==> src/hdl/text_byte_stream_decoder_defines.svh <==
// Assertion macros used by the back end of the text byte stream decoder.
// Users must have clk_i and rst_ni in scope; no other dependencies.
`ifndef TEXT_BYTE_STREAM_DECODER_DEFINES_SVH
`define TEXT_BYTE_STREAM_DECODER_DEFINES_SVH

// Plain property, checked on every rising edge outside reset.
`define TBSD_ASSERT(lbl, prop) \
  lbl: assert property (@(posedge clk_i) disable iff (!rst_ni) (prop)) \
    else $error("tbsd assertion failed");

// Implication with the consequent checked in the next cycle.
`define TBSD_ASSERT_NEXT(lbl, ante, cons) \
  lbl: assert property (@(posedge clk_i) disable iff (!rst_ni) (ante) |=> (cons)) \
    else $error("tbsd assertion failed");

`endif

==> src/hdl/tbsd_pkg.sv <==
// Shared types, constants and the Windows-1252 table of the text byte stream decoder.
// No dependencies.
package tbsd_pkg;

  localparam int unsigned CfgAddrWidth = 4;

  // Register indexes on the configuration port.
  localparam logic [1:0] REG_MODE   = 2'd0;
  localparam logic [1:0] REG_ENDIAN = 2'd1;
  localparam logic [1:0] REG_BOM    = 2'd2;

  // Encoding mode codes.
  localparam logic [2:0] MODE_ASCII  = 3'd0;
  localparam logic [2:0] MODE_CP1252 = 3'd1;
  localparam logic [2:0] MODE_UTF8   = 3'd2;
  localparam logic [2:0] MODE_UTF16  = 3'd3;
  localparam logic [2:0] MODE_UTF32  = 3'd4;
  localparam logic [2:0] MODE_RESET  = MODE_UTF8;

  // Byte order mark lengths.
  localparam logic [2:0] BOM_LEN_UTF8  = 3'd3;
  localparam logic [2:0] BOM_LEN_UTF16 = 3'd2;
  localparam logic [2:0] BOM_LEN_UTF32 = 3'd4;

  localparam logic [7:0]  CHAR_QUESTION  = 8'h3F;
  localparam logic [2:0]  CP1252_HI_TAG  = 3'b100;
  localparam logic [5:0]  HIGH_SURR_TAG  = 6'b110110;
  localparam logic [15:0] SURR_HIGH_BASE = 16'hD800;
  localparam logic [15:0] SURR_LOW_BASE  = 16'hDC00;
  localparam logic [31:0] SUPP_BASE      = 32'h0001_0000;

  typedef struct packed {
    logic [2:0] mode;
    logic       big_endian;
    logic       bom_present;
  } cfg_t;

  // One classified byte on its way from the front to the back.
  typedef struct packed {
    logic [7:0] data;
    logic       restart;
    logic       skip;
  } item_t;

  // Windows-1252 code points for bytes 0x80 to 0x9F; zero marks undefined bytes.
  function automatic logic [15:0] cp1252_high(input logic [4:0] idx);
    logic [15:0] v;
    unique case (idx)
      5'd0:  v = 16'h20AC;
      5'd1:  v = 16'h0000;
      5'd2:  v = 16'h201A;
      5'd3:  v = 16'h0192;
      5'd4:  v = 16'h201E;
      5'd5:  v = 16'h2026;
      5'd6:  v = 16'h2020;
      5'd7:  v = 16'h2021;
      5'd8:  v = 16'h02C6;
      5'd9:  v = 16'h2030;
      5'd10: v = 16'h0160;
      5'd11: v = 16'h2039;
      5'd12: v = 16'h0152;
      5'd13: v = 16'h0000;
      5'd14: v = 16'h017D;
      5'd15: v = 16'h0000;
      5'd16: v = 16'h0000;
      5'd17: v = 16'h2018;
      5'd18: v = 16'h2019;
      5'd19: v = 16'h201C;
      5'd20: v = 16'h201D;
      5'd21: v = 16'h2022;
      5'd22: v = 16'h2013;
      5'd23: v = 16'h2014;
      5'd24: v = 16'h02DC;
      5'd25: v = 16'h2122;
      5'd26: v = 16'h0161;
      5'd27: v = 16'h203A;
      5'd28: v = 16'h0153;
      5'd29: v = 16'h0000;
      5'd30: v = 16'h017E;
      5'd31: v = 16'h0178;
      default: v = 16'h0000;
    endcase
    return v;
  endfunction

endpackage

==> src/hdl/tbsd_front.sv <==
// Front end: accepts bytes, skips the byte order mark and classifies each item.
// Depends on tbsd_pkg.
module tbsd_front (
  input  logic                 clk_i,
  input  logic                 rst_ni,
  input  tbsd_pkg::cfg_t       cfg_i,
  input  logic                 in_valid_i,
  output logic                 in_ready_o,
  input  logic [7:0]           data_byte_i,
  input  logic                 file_start_i,
  input  logic                 queue_full_i,
  output logic                 push_o,
  output tbsd_pkg::item_t      item_o
);
  import tbsd_pkg::*;

  logic [2:0] bom_left_q, bom_left_d;
  logic [2:0] bom_load;
  logic [2:0] bom_now;
  logic       skip;

  assign in_ready_o = !queue_full_i;
  assign push_o     = in_valid_i && in_ready_o;

  always_comb begin
    bom_load = 3'd0;
    if (cfg_i.bom_present) begin
      unique case (cfg_i.mode)
        MODE_UTF8:  bom_load = BOM_LEN_UTF8;
        MODE_UTF16: bom_load = BOM_LEN_UTF16;
        MODE_UTF32: bom_load = BOM_LEN_UTF32;
        default:    bom_load = 3'd0;
      endcase
    end
    bom_now = file_start_i ? bom_load : bom_left_q;
    if (bom_now != 3'd0) begin
      skip       = 1'b1;
      bom_left_d = bom_now - 3'd1;
    end else begin
      // Reserved mode codes drop the byte without a result.
      skip       = (cfg_i.mode > MODE_UTF32);
      bom_left_d = 3'd0;
    end
  end

  assign item_o = '{data: data_byte_i, restart: file_start_i, skip: skip};

  always_ff @(posedge clk_i or negedge rst_ni) begin
    if (!rst_ni) begin
      bom_left_q <= 3'd0;
    end else if (push_o) begin
      bom_left_q <= bom_left_d;
    end
  end

endmodule

==> src/hdl/tbsd_queue.sv <==
// Short first-in first-out queue of classified items between front and back.
// Depends on tbsd_pkg.
module tbsd_queue #(
  parameter int unsigned Depth = 2
) (
  input  logic            clk_i,
  input  logic            rst_ni,
  input  logic            push_i,
  input  tbsd_pkg::item_t item_i,
  output logic            full_o,
  input  logic            pop_i,
  output logic            valid_o,
  output tbsd_pkg::item_t item_o
);
  import tbsd_pkg::*;

  localparam int unsigned PtrW = (Depth > 1) ? $clog2(Depth) : 1;
  localparam int unsigned CntW = $clog2(Depth + 1);

  item_t             slots_q [Depth];
  logic [PtrW-1:0]   wr_ptr_q, rd_ptr_q;
  logic [CntW-1:0]   count_q;
  logic              do_push, do_pop;

  assign full_o  = (count_q == CntW'(Depth));
  assign valid_o = (count_q != '0);
  assign item_o  = slots_q[rd_ptr_q];
  assign do_push = push_i && !full_o;
  assign do_pop  = pop_i && valid_o;

  always_ff @(posedge clk_i) begin
    if (do_push) begin
      slots_q[wr_ptr_q] <= item_i;
    end
  end

  always_ff @(posedge clk_i or negedge rst_ni) begin
    if (!rst_ni) begin
      wr_ptr_q <= '0;
      rd_ptr_q <= '0;
      count_q  <= '0;
    end else begin
      if (do_push) begin
        wr_ptr_q <= (wr_ptr_q == PtrW'(Depth - 1)) ? '0 : wr_ptr_q + 1'b1;
      end
      if (do_pop) begin
        rd_ptr_q <= (rd_ptr_q == PtrW'(Depth - 1)) ? '0 : rd_ptr_q + 1'b1;
      end
      if (do_push && !do_pop) begin
        count_q <= count_q + 1'b1;
      end else if (do_pop && !do_push) begin
        count_q <= count_q - 1'b1;
      end
    end
  end

endmodule

==> src/hdl/tbsd_back.sv <==
// Back end: decodes classified bytes into code points and holds the result register.
// Depends on tbsd_pkg and text_byte_stream_decoder_defines.svh.
`include "text_byte_stream_decoder_defines.svh"

module tbsd_back (
  input  logic            clk_i,
  input  logic            rst_ni,
  input  tbsd_pkg::cfg_t  cfg_i,
  input  logic            cfg_clear_i,
  input  logic            item_valid_i,
  input  tbsd_pkg::item_t item_i,
  output logic            item_ready_o,
  output logic            out_valid_o,
  input  logic            out_ready_i,
  output logic [31:0]     code_point_o,
  output logic [15:0]     utf16_first_o,
  output logic [15:0]     utf16_second_o,
  output logic            utf16_pair_o,
  output logic            decode_error_o
);
  import tbsd_pkg::*;

  logic [2:0]  pend_q, pend_d;
  logic [1:0]  pos_q, pos_d;
  logic [31:0] part_q, part_d;
  logic [9:0]  hs_q, hs_d;
  logic        sw_q, sw_d;
  logic        emit;
  logic        err;
  logic [31:0] cp;
  logic        take;
  logic        out_valid_q;
  logic [31:0] cp_q;
  logic        err_q;
  logic [31:0] supp_off;

  assign item_ready_o = !out_valid_q || out_ready_i;
  assign take         = item_valid_i && item_ready_o;

  always_comb begin
    logic [7:0]  b;
    logic [15:0] hv;
    logic [15:0] unit;
    logic [1:0]  last_pos;
    b      = item_i.data;
    pend_d = pend_q;
    pos_d  = pos_q;
    part_d = part_q;
    hs_d   = hs_q;
    sw_d   = sw_q;
    if (item_i.restart) begin
      pend_d = 3'd0;
      pos_d  = 2'd0;
      part_d = 32'd0;
      hs_d   = 10'd0;
      sw_d   = 1'b0;
    end
    emit     = 1'b0;
    err      = 1'b0;
    cp       = 32'd0;
    hv       = 16'd0;
    unit     = 16'd0;
    last_pos = 2'd0;
    if (!item_i.skip) begin
      unique case (cfg_i.mode)
        MODE_ASCII: begin
          emit = 1'b1;
          cp   = {24'd0, b};
        end
        MODE_CP1252: begin
          emit = 1'b1;
          if (b[7:5] == CP1252_HI_TAG) begin
            hv = cp1252_high(b[4:0]);
            cp = (hv == 16'd0) ? {24'd0, CHAR_QUESTION} : {16'd0, hv};
          end else begin
            cp = {24'd0, b};
          end
        end
        MODE_UTF8: begin
          if (pend_d != 3'd0) begin
            part_d = {part_d[25:0], b[5:0]};
            pend_d = pend_d - 3'd1;
            if (pend_d == 3'd0) begin
              emit = 1'b1;
              cp   = part_d;
            end
          end else if (!b[7]) begin
            emit = 1'b1;
            cp   = {24'd0, b};
          end else if (!b[6]) begin
            // A stray continuation byte stands for its own low six bits.
            part_d = {26'd0, b[5:0]};
            emit   = 1'b1;
            cp     = part_d;
          end else if (!b[5]) begin
            part_d = {27'd0, b[4:0]};
            pend_d = 3'd1;
          end else if (!b[4]) begin
            part_d = {28'd0, b[3:0]};
            pend_d = 3'd2;
          end else if (!b[3]) begin
            part_d = {29'd0, b[2:0]};
            pend_d = 3'd3;
          end else begin
            emit = 1'b1;
            err  = 1'b1;
          end
        end
        MODE_UTF16, MODE_UTF32: begin
          last_pos = (cfg_i.mode == MODE_UTF16) ? 2'd1 : 2'd3;
          if (pos_d == 2'd0) begin
            part_d = 32'd0;
          end
          if (cfg_i.big_endian) begin
            part_d = {part_d[23:0], b};
          end else begin
            part_d = part_d | ({24'd0, b} << {pos_d, 3'b000});
          end
          if (pos_d < last_pos) begin
            pos_d = pos_d + 2'd1;
          end else begin
            pos_d = 2'd0;
            if (cfg_i.mode == MODE_UTF32) begin
              emit = 1'b1;
              cp   = part_d;
            end else begin
              unit = part_d[15:0];
              if (sw_d) begin
                // Whatever follows a high surrogate lends its low ten bits.
                cp   = {12'd0, hs_d, unit[9:0]} + SUPP_BASE;
                emit = 1'b1;
                sw_d = 1'b0;
                hs_d = 10'd0;
              end else if (unit[15:10] == HIGH_SURR_TAG) begin
                hs_d = unit[9:0];
                sw_d = 1'b1;
              end else begin
                emit = 1'b1;
                cp   = {16'd0, unit};
              end
            end
          end
        end
        default: begin
          emit = 1'b0;
        end
      endcase
    end
  end

  always_ff @(posedge clk_i or negedge rst_ni) begin
    if (!rst_ni) begin
      pend_q      <= 3'd0;
      pos_q       <= 2'd0;
      part_q      <= 32'd0;
      hs_q        <= 10'd0;
      sw_q        <= 1'b0;
      out_valid_q <= 1'b0;
    end else begin
      if (cfg_clear_i) begin
        pend_q <= 3'd0;
        pos_q  <= 2'd0;
        part_q <= 32'd0;
        hs_q   <= 10'd0;
        sw_q   <= 1'b0;
      end else if (take) begin
        pend_q <= pend_d;
        pos_q  <= pos_d;
        part_q <= part_d;
        hs_q   <= hs_d;
        sw_q   <= sw_d;
      end
      if (take) begin
        out_valid_q <= emit;
      end else if (out_ready_i) begin
        out_valid_q <= 1'b0;
      end
    end
  end

  always_ff @(posedge clk_i) begin
    if (take && emit) begin
      cp_q  <= cp;
      err_q <= err;
    end
  end

  // UTF-16 form of the held code point.
  assign supp_off       = cp_q - SUPP_BASE;
  assign utf16_pair_o   = (cp_q[31:16] != 16'd0);
  assign utf16_first_o  = utf16_pair_o ? (SURR_HIGH_BASE | supp_off[25:10]) : cp_q[15:0];
  assign utf16_second_o = utf16_pair_o ? (SURR_LOW_BASE | {6'd0, supp_off[9:0]}) : 16'd0;
  assign code_point_o   = cp_q;
  assign decode_error_o = err_q;
  assign out_valid_o    = out_valid_q;

  `TBSD_ASSERT(a_modes_exclusive, !(sw_q && (pend_q != 3'd0)))
  `TBSD_ASSERT(a_utf16_position, (cfg_i.mode != MODE_UTF16) || (pos_q <= 2'd1))
  `TBSD_ASSERT(a_error_zero_cp, !(out_valid_q && err_q) || (cp_q == 32'd0))
  `TBSD_ASSERT_NEXT(a_cfg_clears, cfg_clear_i, (pend_q == 3'd0) && (pos_q == 2'd0) && !sw_q)

endmodule

==> src/hdl/text_byte_stream_decoder.sv <==
// Top level of the text byte stream decoder: configuration registers and the
// front, queue and back parts. Depends on tbsd_pkg, tbsd_front, tbsd_queue, tbsd_back.
//
// The decoder takes a file one byte per item and turns ASCII, Windows-1252,
// UTF-8, UTF-16 or UTF-32 (either byte order) into Unicode code points. Each
// completed character gives one result item carrying the code point, its UTF-16
// form (a single unit or a surrogate pair, with utf16_pair set for the pair)
// and decode_error, which flags a UTF-8 lead byte with five or more leading
// ones. Bytes that only build up a character, and byte order mark bytes, give
// no result. Raise file_start on the first byte of each file: it restarts the
// decoder and, when bom_present is set, skips three bytes in UTF-8, two in
// UTF-16 and four in UTF-32. Overlong UTF-8 forms and lone low surrogates are
// passed through unchanged; undefined Windows-1252 bytes give '?'. The block
// sustains one byte per clock while results are taken: every byte needs a
// single decode step in the back end, and the front end feeds it through a
// short queue so that a stalled output does not immediately stop input. A
// result passes through the queue and then the result register before it is
// offered. Registers sit at byte addresses 0 (encoding_mode),
// 4 (big_endian_source) and 8 (bom_present); write them only while the block
// is idle. A write to one of them restarts the decoding state but keeps a byte
// order mark skip in progress. Reserved encoding codes 5 to 7 drop every byte.
module text_byte_stream_decoder #(
  parameter int unsigned QueueDepth = 2
) (
  input  logic                               clk_i,
  input  logic                               rst_ni,
  // Configuration port.
  input  logic                               psel,
  input  logic                               penable,
  input  logic                               pwrite,
  input  logic [tbsd_pkg::CfgAddrWidth-1:0]  paddr,
  input  logic [31:0]                        pwdata,
  output logic [31:0]                        prdata,
  output logic                               pready,
  // Byte input channel.
  input  logic                               in_valid_i,
  output logic                               in_ready_o,
  input  logic [7:0]                         data_byte_i,
  input  logic                               file_start_i,
  // Result channel.
  output logic                               out_valid_o,
  input  logic                               out_ready_i,
  output logic [31:0]                        code_point_o,
  output logic [15:0]                        utf16_first_o,
  output logic [15:0]                        utf16_second_o,
  output logic                               utf16_pair_o,
  output logic                               decode_error_o
);
  import tbsd_pkg::*;

  logic [2:0] mode_q;
  logic       endian_q;
  logic       bom_q;
  logic       cfg_write;
  logic       cfg_clear;
  logic [1:0] reg_idx;
  cfg_t       cfg;

  item_t      front_item;
  item_t      queue_item;
  logic       push;
  logic       queue_full;
  logic       queue_valid;
  logic       back_ready;

  // The port never waits; a write lands on the access cycle.
  assign pready    = 1'b1;
  assign cfg_write = psel && penable && pwrite && pready;
  assign reg_idx   = paddr[3:2];
  // Only writes to a defined register restart the decoding state.
  assign cfg_clear = cfg_write &&
                     ((reg_idx == REG_MODE) || (reg_idx == REG_ENDIAN) || (reg_idx == REG_BOM));

  always_ff @(posedge clk_i or negedge rst_ni) begin
    if (!rst_ni) begin
      mode_q   <= MODE_RESET;
      endian_q <= 1'b0;
      bom_q    <= 1'b0;
    end else if (cfg_write) begin
      unique case (reg_idx)
        REG_MODE:   mode_q   <= pwdata[2:0];
        REG_ENDIAN: endian_q <= pwdata[0];
        REG_BOM:    bom_q    <= pwdata[0];
        default:    ;
      endcase
    end
  end

  always_comb begin
    unique case (reg_idx)
      REG_MODE:   prdata = {29'd0, mode_q};
      REG_ENDIAN: prdata = {31'd0, endian_q};
      REG_BOM:    prdata = {31'd0, bom_q};
      default:    prdata = 32'd0;
    endcase
  end

  assign cfg = '{mode: mode_q, big_endian: endian_q, bom_present: bom_q};

  // Front end: byte order mark skipping and classification.
  tbsd_front u_front (
    .clk_i        (clk_i),
    .rst_ni       (rst_ni),
    .cfg_i        (cfg),
    .in_valid_i   (in_valid_i),
    .in_ready_o   (in_ready_o),
    .data_byte_i  (data_byte_i),
    .file_start_i (file_start_i),
    .queue_full_i (queue_full),
    .push_o       (push),
    .item_o       (front_item)
  );

  // Queue that decouples the two sides.
  tbsd_queue #(
    .Depth (QueueDepth)
  ) u_queue (
    .clk_i   (clk_i),
    .rst_ni  (rst_ni),
    .push_i  (push),
    .item_i  (front_item),
    .full_o  (queue_full),
    .pop_i   (back_ready),
    .valid_o (queue_valid),
    .item_o  (queue_item)
  );

  // Back end: decoding state, UTF-16 forming and the result register.
  tbsd_back u_back (
    .clk_i          (clk_i),
    .rst_ni         (rst_ni),
    .cfg_i          (cfg),
    .cfg_clear_i    (cfg_clear),
    .item_valid_i   (queue_valid),
    .item_i         (queue_item),
    .item_ready_o   (back_ready),
    .out_valid_o    (out_valid_o),
    .out_ready_i    (out_ready_i),
    .code_point_o   (code_point_o),
    .utf16_first_o  (utf16_first_o),
    .utf16_second_o (utf16_second_o),
    .utf16_pair_o   (utf16_pair_o),
    .decode_error_o (decode_error_o)
  );

endmodule
==> config.mk <==
export PLATFORM = sky130hd
export DESIGN_NAME = text_byte_stream_decoder
export DESIGN_NICKNAME = d
export VERILOG_FILES = /design/src/hdl/tbsd_pkg.sv /design/src/hdl/tbsd_front.sv /design/src/hdl/tbsd_queue.sv /design/src/hdl/tbsd_back.sv /design/src/hdl/text_byte_stream_decoder.sv
export VERILOG_INCLUDE_DIRS = /design/src /design/src/hdl
export SDC_FILE = /design/constraint.sdc
export NUM_CORES = 1
export LEC_CHECK = 0
export BUFFER_PORTS_ARGS = -buffer_cell sky130_fd_sc_hd__buf_2
export CORE_MARGIN = 2
export CORE_UTILIZATION = 40
export DETAILED_ROUTE_END_ITERATION = 8
export MAX_ROUTING_LAYER = met4
export SETUP_SLACK_MARGIN = 0.15
export SYNTH_ARGS = -nofsm -noshare
export SYNTH_HDL_FRONTEND = slang
export SYNTH_SLANG_ARGS = --single-unit
==> constraint.sdc <==
create_clock -name clk_i -period 5.5 [get_ports clk_i]
set_input_delay 0.55 -clock clk_i [delete_from_list [all_inputs] [get_ports clk_i]]
set_output_delay 0.55 -clock clk_i [all_outputs]
set_load 0.01 [all_outputs]
; ---- Word level (Yosys, flattened, before mapping)
; Memories as Yosys holds them, arrays and structs flattened.
; Cells that the tools add are included.
[totals]
ff_bits = 94
ramBits = 20
mem_bits_ro = 352
input_bits = 52
output_inout_bits = 101
mem_count = 2
[mem_list]
columns = name, depth, word_bits, rd, rd_ports_with_merged_regs, write_ports, line_no
row1 = (no name shown), 32, 11, 1, 0, 0, tbsd_pkg.sv:48  ; unique case (idx)
row2 = u_queue.slots_q, 2, 10, 1, 0, 1, tbsd_queue.sv:20  ; item_t slots_q [Depth];
[classes]
addsub = 9
n_lt_le_gt_ge = 2
eq_ne = 9
shifts = 1
mux = 96
bitwise_logic = 4
reduce_logical = 34
[ops]
columns = op, n
row1 = 32-bit 2-to-1 mux, 23
row2 = 32-bit case mux with 4 select lines, 1
row3 = 16-bit 2-to-1 mux, 7
row4 = 10-bit 2-to-1 mux, 9
row5 = 32-bit case mux with 2 select lines, 1
row6 = 3-bit 2-to-1 mux, 14
row7 = 32-bit bitwise OR, 1
row8 = 8-bit by 5-bit << shifter with 32-bit output, 1
row9 = 1-bit 2-to-1 mux, 28
row10 = "24-bit by 17-bit subtractor with 24-bit output, second input constant", 1
row11 = "20-bit by 17-bit adder with 21-bit output, second input constant", 1
row12 = 2-bit 2-to-1 mux, 9
row13 = 3-bit case mux with 3 select lines, 2
row14 = 16-bit zero test, 1
row15 = 16-bit nonzero test, 1
row16 = 1-bit logical AND, 9
row17 = 2-bit nonzero test, 4
row18 = "3-bit by 2-bit equality test with 1-bit output, second input constant", 2
row19 = "3-bit equality test, second input constant", 2
row20 = "6-bit equality test, second input constant", 1
row21 = 3-bit zero test, 2
row22 = 6-bit 2-to-1 mux, 1
row23 = 2-bit AND reduction, 3
row24 = 3-bit nonzero test, 2
row25 = other kinds (16), 29

; ---- Depth between registers and ports, before layout
; An unclocked memory read counts as a cell.
[logic_depth]
word_depth = 19
mapped_depth = 16
mapped_depth_nobuf = 10

; ---- Modules after synthesis
; From an unflattened synthesis, not the netlist that was laid out.
[unflattened]
cells_unflattened = 900
area_unflattened_um2 = 8021.4
[by_module_without_submodules]
columns = mod, n_inst, cells_each, area_per_inst_um2, seq_area_each_um2
row1 = tbsd_back, 1, 761, 6258.5, 2217.1
row2 = tbsd_queue, 1, 50, 968.4, 700.7
row3 = text_byte_stream_decoder, 1, 53, 506.7, 126.4
row4 = tbsd_front, 1, 36, 287.8, 75.1

; ---- Least setup slack after synthesis
; OpenSTA, ideal clock, no wires.
[synth_path]
kind = reg-to-reg
from = reg u_queue.rd_ptr_q
to = reg u_back.cp_q[0], in the netlist u_back.code_point_o[0], enable pin
setup_ps = 465
t_arrival_ps = 4989
slack_ps = 46
path_stages_with_launch = 15
path_buffers = 4
cell_sequence = dfrtp_1 > buf_6 > mux2i_1 > buf_2 > clkbuf_1 > nand2_1 > ha_1 > or2_2 > nor2_2 > buf_2 > a221oi_1 > nand4_1 > o21a_1 > nor3b_1 > nor3_1
[synth_between]
elab_chain_cells = 18
[synth_lines]
columns = item, line_no
row1 = "start, declared", tbsd_queue.sv:21  ; logic [PtrW-1:0] wr_ptr_q, rd_ptr_q;
row2 = "start signal, assigned", tbsd_queue.sv:47  ; rd_ptr_q <= (rd_ptr_q == PtrW'(Depth - 1)) ? '0 : rd_ptr_q + 1'b1;
row3 = memory read 2 x 10 bit *, --
row4 = 2-bit 2-to-1 mux, tbsd_back.sv:51  ; if (item_i.restart) begin
row5 = 2-bit zero test, tbsd_back.sv:111  ; if (pos_d == 2'd0) begin
row6 = 32-bit 2-to-1 mux, tbsd_back.sv:111
row7 = 32-bit 2-to-1 mux, tbsd_back.sv:65  ; unique case (cfg_i.mode)
row8 = 32-bit 2-to-1 mux, tbsd_back.sv:64  ; if (!item_i.skip) begin
row9 = 32-bit bitwise OR, tbsd_back.sv:117  ; part_d = part_d | ({24'd0, b} << {pos_d, 3'b000});
row10 = 32-bit 2-to-1 mux, tbsd_back.sv:114  ; if (cfg_i.big_endian) begin
row11 = [2 not listed], --
row12 = 6-bit equality test, tbsd_back.sv:134  ; end else if (unit[15:10] == HIGH_SURR_TAG) begin
row13 = 1-bit 2-to-1 mux, tbsd_back.sv:134
row14 = 1-bit 2-to-1 mux, tbsd_back.sv:128  ; if (sw_d) begin
row15 = 1-bit 2-to-1 mux, tbsd_back.sv:123  ; if (cfg_i.mode == MODE_UTF32) begin
row16 = 1-bit 2-to-1 mux, tbsd_back.sv:119  ; if (pos_d < last_pos) begin
row17 = 1-bit case mux with 3 select lines, tbsd_back.sv:65
row18 = 1-bit 2-to-1 mux *, tbsd_back.sv:64
row19 = 1-bit logical AND *, tbsd_back.sv:182  ; if (take && emit) begin
row20 = "end signal, assigned", tbsd_back.sv:183  ; cp_q <= cp;
row21 = "end, declared", tbsd_back.sv:33  ; logic [31:0] cp_q;
; Every way passes the cells marked *; elsewhere a longest branch is shown, timed or not. The select of a mux whose other input is x is not followed.
; A chain may end at the register's enable or synchronous reset.

; ---- Final worst setup path
[layout_path]
from = reg u_queue.rd_ptr_q
to = reg u_back.cp_q[30], in the netlist u_back.code_point_o[30], enable pin
; The elaborated chain is that of the path after synthesis.

==> impl_metrics.ini <==
[detailed_routing]
drc_errors = 0
drt-total-wl_mm = 24.86
drtIter0Drc = 725
wl_per_cell_microns = 20.36
num_vias = 7289
drtAntennaViolNets = 0
vias_per_cell = 5.970
firstDrtPassIters = 7

[synth]
syn_area_per_cell_sq_um = 9.103
synth_edf_count = 53
synth_top_area_frac = 0.1980
netlist_area_sq_um = 8038
ys_seq_area_frac = 0.3881
ys_seq_elements = 114
yosys_warnings = 0
synthSimpleGateAreaFrac = 0.1764
syn_inst = 883
async_flop_share = 0.5351
synth_top_flop_cell = dfrtp_1
yosys.area_share.adder = 0.03113
synth_compound_area_frac = 0.2411
synth.mux.area_fraction = 0.07083
yosysTopAreaCell = edfxtp_1
ys_top_cells_by_area = edfxtp_1 20%, dfrtp_1 19%, nor2_1 4.9%
ys_types = 74
synth_xor_area_frac = 0.01526
synth_top_family_by_area = compound AO/OA/AOI/OAI gates

[final_layout]
multi_input_area_sq_um = 4433
syn2layout_area_growth_pct = 14.17
register_area_sq_um = 3119
layout.cells.non_filler = 1221
num_antenna_cells = 0
layout-drive-gt1-share = 0.1998
fill_cells = 1914
design_area_sq_um = 9176
nNetsFinal = 1015

[pwr]
sequentialPowerShare = 0.280
vdd_drop_max_mv = 0.2771
switching_share = 0.4420
cellPowerDensity_nw_per_um2 = 495.0
combinationalPowerShare = 0.457
p_clk_frac = 0.264
intPower_uw = 2535
p_leak_uw = 0.003658
total_power_uw = 4542
switchingPower_uw = 2008

[setup_path]
crit_chain = mux2i_2, nand2_1, ha_1, or2_2, nor2_2, a221oi_1, or4_4, o21a_1, nor3b_1, nor3_4, buf_4
timing.rr.start = u_queue.rd_ptr_q
crit_slowest_cell = or4_4
endpoint_kind = flop
critPathLaunch = u_queue.rd_ptr_q
required_ps = 5630
slowest_delay_ps = 580
critical_path_class = reg -> reg
cp.arrival_ps = 4720
startpoint_type = flop
r2r_cells = 11
crit_fanout = 33

[sta]
maxSlewViolCount = 0
setup_viol = 0
slew_headroom = 0.2685
fin_setup_tns_ps = 0
hold_violations = 0
period_minus_slack_ps = 4586
fin_skew_ps = 12.38
fmax_mhz = 218.1
worst_slew_pin_slew_ps = 1093
grt_setup_unrepaired = false
finalCritPeriodShare = 0.8338

[clock_tree]
ctsHtreeMaxLevel = 4
postCtsHoldBufs = 0
post_cts_resized = 0
clkTransAtPathRegs_ps = 60
cts-buffers-inserted = 17
worst_skew_pair.late_latency_ps = 420
clock_path_buffers = 2
post_cts_buffers = 0
cts_tree = built
cts_root_buf = clkbuf_16
clock-sinks = 114

[grt]
overflow = 0
antenna_found_initial = 0
grt_max_degree = 62
grt_pass1_vias = 6787
grt_pass1_wl_mm = 39.02
grt.total_usage = 0.2395

[hold_path]
holdCritPathClass = in -> async

[die]
dieArea_sq_um = 21240
initial_core_util = 0.4103
die_h_microns = 145.8
num_rows = 51
coreArea_sq_um = 19590
die_w_microns = 145.8
ios = 153

[place]
dp.cells = 1189
port_buffers = 90
dp_hpwl_mm = 17.34
placed_area_sq_um = 8544
finalWeightedCongestion = 0.9863

[outcome]
status = finished clean

[run]
maxCapViolCount = 0
==> stage by stage <==
step / util / setup slack [ps] / hold slack [ps]
3_3_place_gp: 0.4362 / 1082 / 476.9
6_report: 0.4684 / 914.1 / 312.1
4_1_cts: 0.4684 / 969.5 / 310.8
3_5_place_dp: 0.4362 / 987.8 / 480.0
2_1_floorplan: - / 1058 / 254.4
5_1_grt: 0.4684 / 644.3 / 306.6
==> worst max-delay path: cells and delay by family (launching register included) <==
family / cells / cell delay [ps]
simple gates: 6 / 2120
fa+ha+maj: 1 / 280
flops: 1 / 380
buf+inv: 1 / 270
mux: 1 / 550
compound gates: 2 / 660
==> cells in the mapped netlist (11+ instances only) <==
library cell and instances:
nor2_1 105, nand2_1 69, dfrtp_1 60, a21oi_1 56, edfxtp_1 53, a22oi_1 45
buf_4 39, clkbuf_1 39, o21ai_0 33, mux2i_1 29, a22o_1 20, ha_1 20
nand3_1 20, mux2_2 19, o22ai_1 19, and2_1 18, o2bb2ai_1 17, buf_2 15
nor3_1 14, inv_1 13, and3_1 12, a211oi_1 11, nand2b_1 11
==> layout make-up <==
class / count / share of cell area
Multi-Input combinational cell: 685 / 0.4831
Clock inverter: 15 / 0.02250
Inverter: 14 / 0.005727
Tap cell: 265 / 0.03613
Sequential cell: 114 / 0.3399
Clock buffer: 17 / 0.04636
Timing Repair Buffer: 111 / 0.06627
==> power groups by stage <==
stage / combinational [uW] / sequential [uW] / clock (uW)
finish: 2070 / 1270 / 1200
global route: 2250 / 1300 / 1250
CTS: 2040 / 1270 / 1210
detailed placement: 2030 / 1280 / 0
global placement: 2020 / 1280 / 0
floorplan: 1430 / 1240 / 0
==> per-layer routing <==
layer	global-route usage	share of wire	up-vias
li1	-	-	3360
met2	0.3462	0.43	378
met3	0.05768	0.080	66
met1	0.3243	0.45	3485
met4	0.09314	0.034	0
met5	-	0	-
==> kinds of logic after synthesis <==
family / count (synthesis)
compound gates: 275
flops: 114
other cells: 2
mux: 52
fa+ha+maj: 20
simple gates: 293
xor+xnor: 14
buf+inv: 113
==> state kept, by name (all words and copies together) (netlist names), 2 cells and up <==
name and count:
u_back.hs_q 10, u_back.code_point_o 32, mode_q 3, u_front.bom_left_q 3, u_back.pos_q 2, u_queue.slots_q 20
u_back.part_q 32, u_queue.count_q 2, u_back.pend_q 3
==> placed cells by master (no fill, tap or decap), drive strengths merged, types with 11 or more instances in the layout <==
cell type / n
buf: 111
and3: 12
o2bb2ai: 17
and2: 20
dfrtp: 60
mux2i: 32
mux2: 20
clkbuf: 17
nand3: 20
conb: 31
o21ai: 36
a22o: 20
inv: 17
a221oi: 11
a21oi: 56
a22oi: 45
nand2b: 11
a211oi: 11
nand2: 69
o22ai: 19
ha: 20
nor2: 106
edfxtp: 53
nor3: 14
==> final timing paths <==
kind,endpoint,slack [ps]
min,u_back.part_q[28],310
max,u_back.code_point_o[30],910
min in group clk_i,u_queue.slots_q[1][5],320
min reg2reg,u_queue.wr_ptr_q,490
max in group asynchronous,u_back.pend_q[1],4610
max reg2reg,u_back.code_point_o[30],910
No activity file was read; power rests on OpenSTA's default activity.
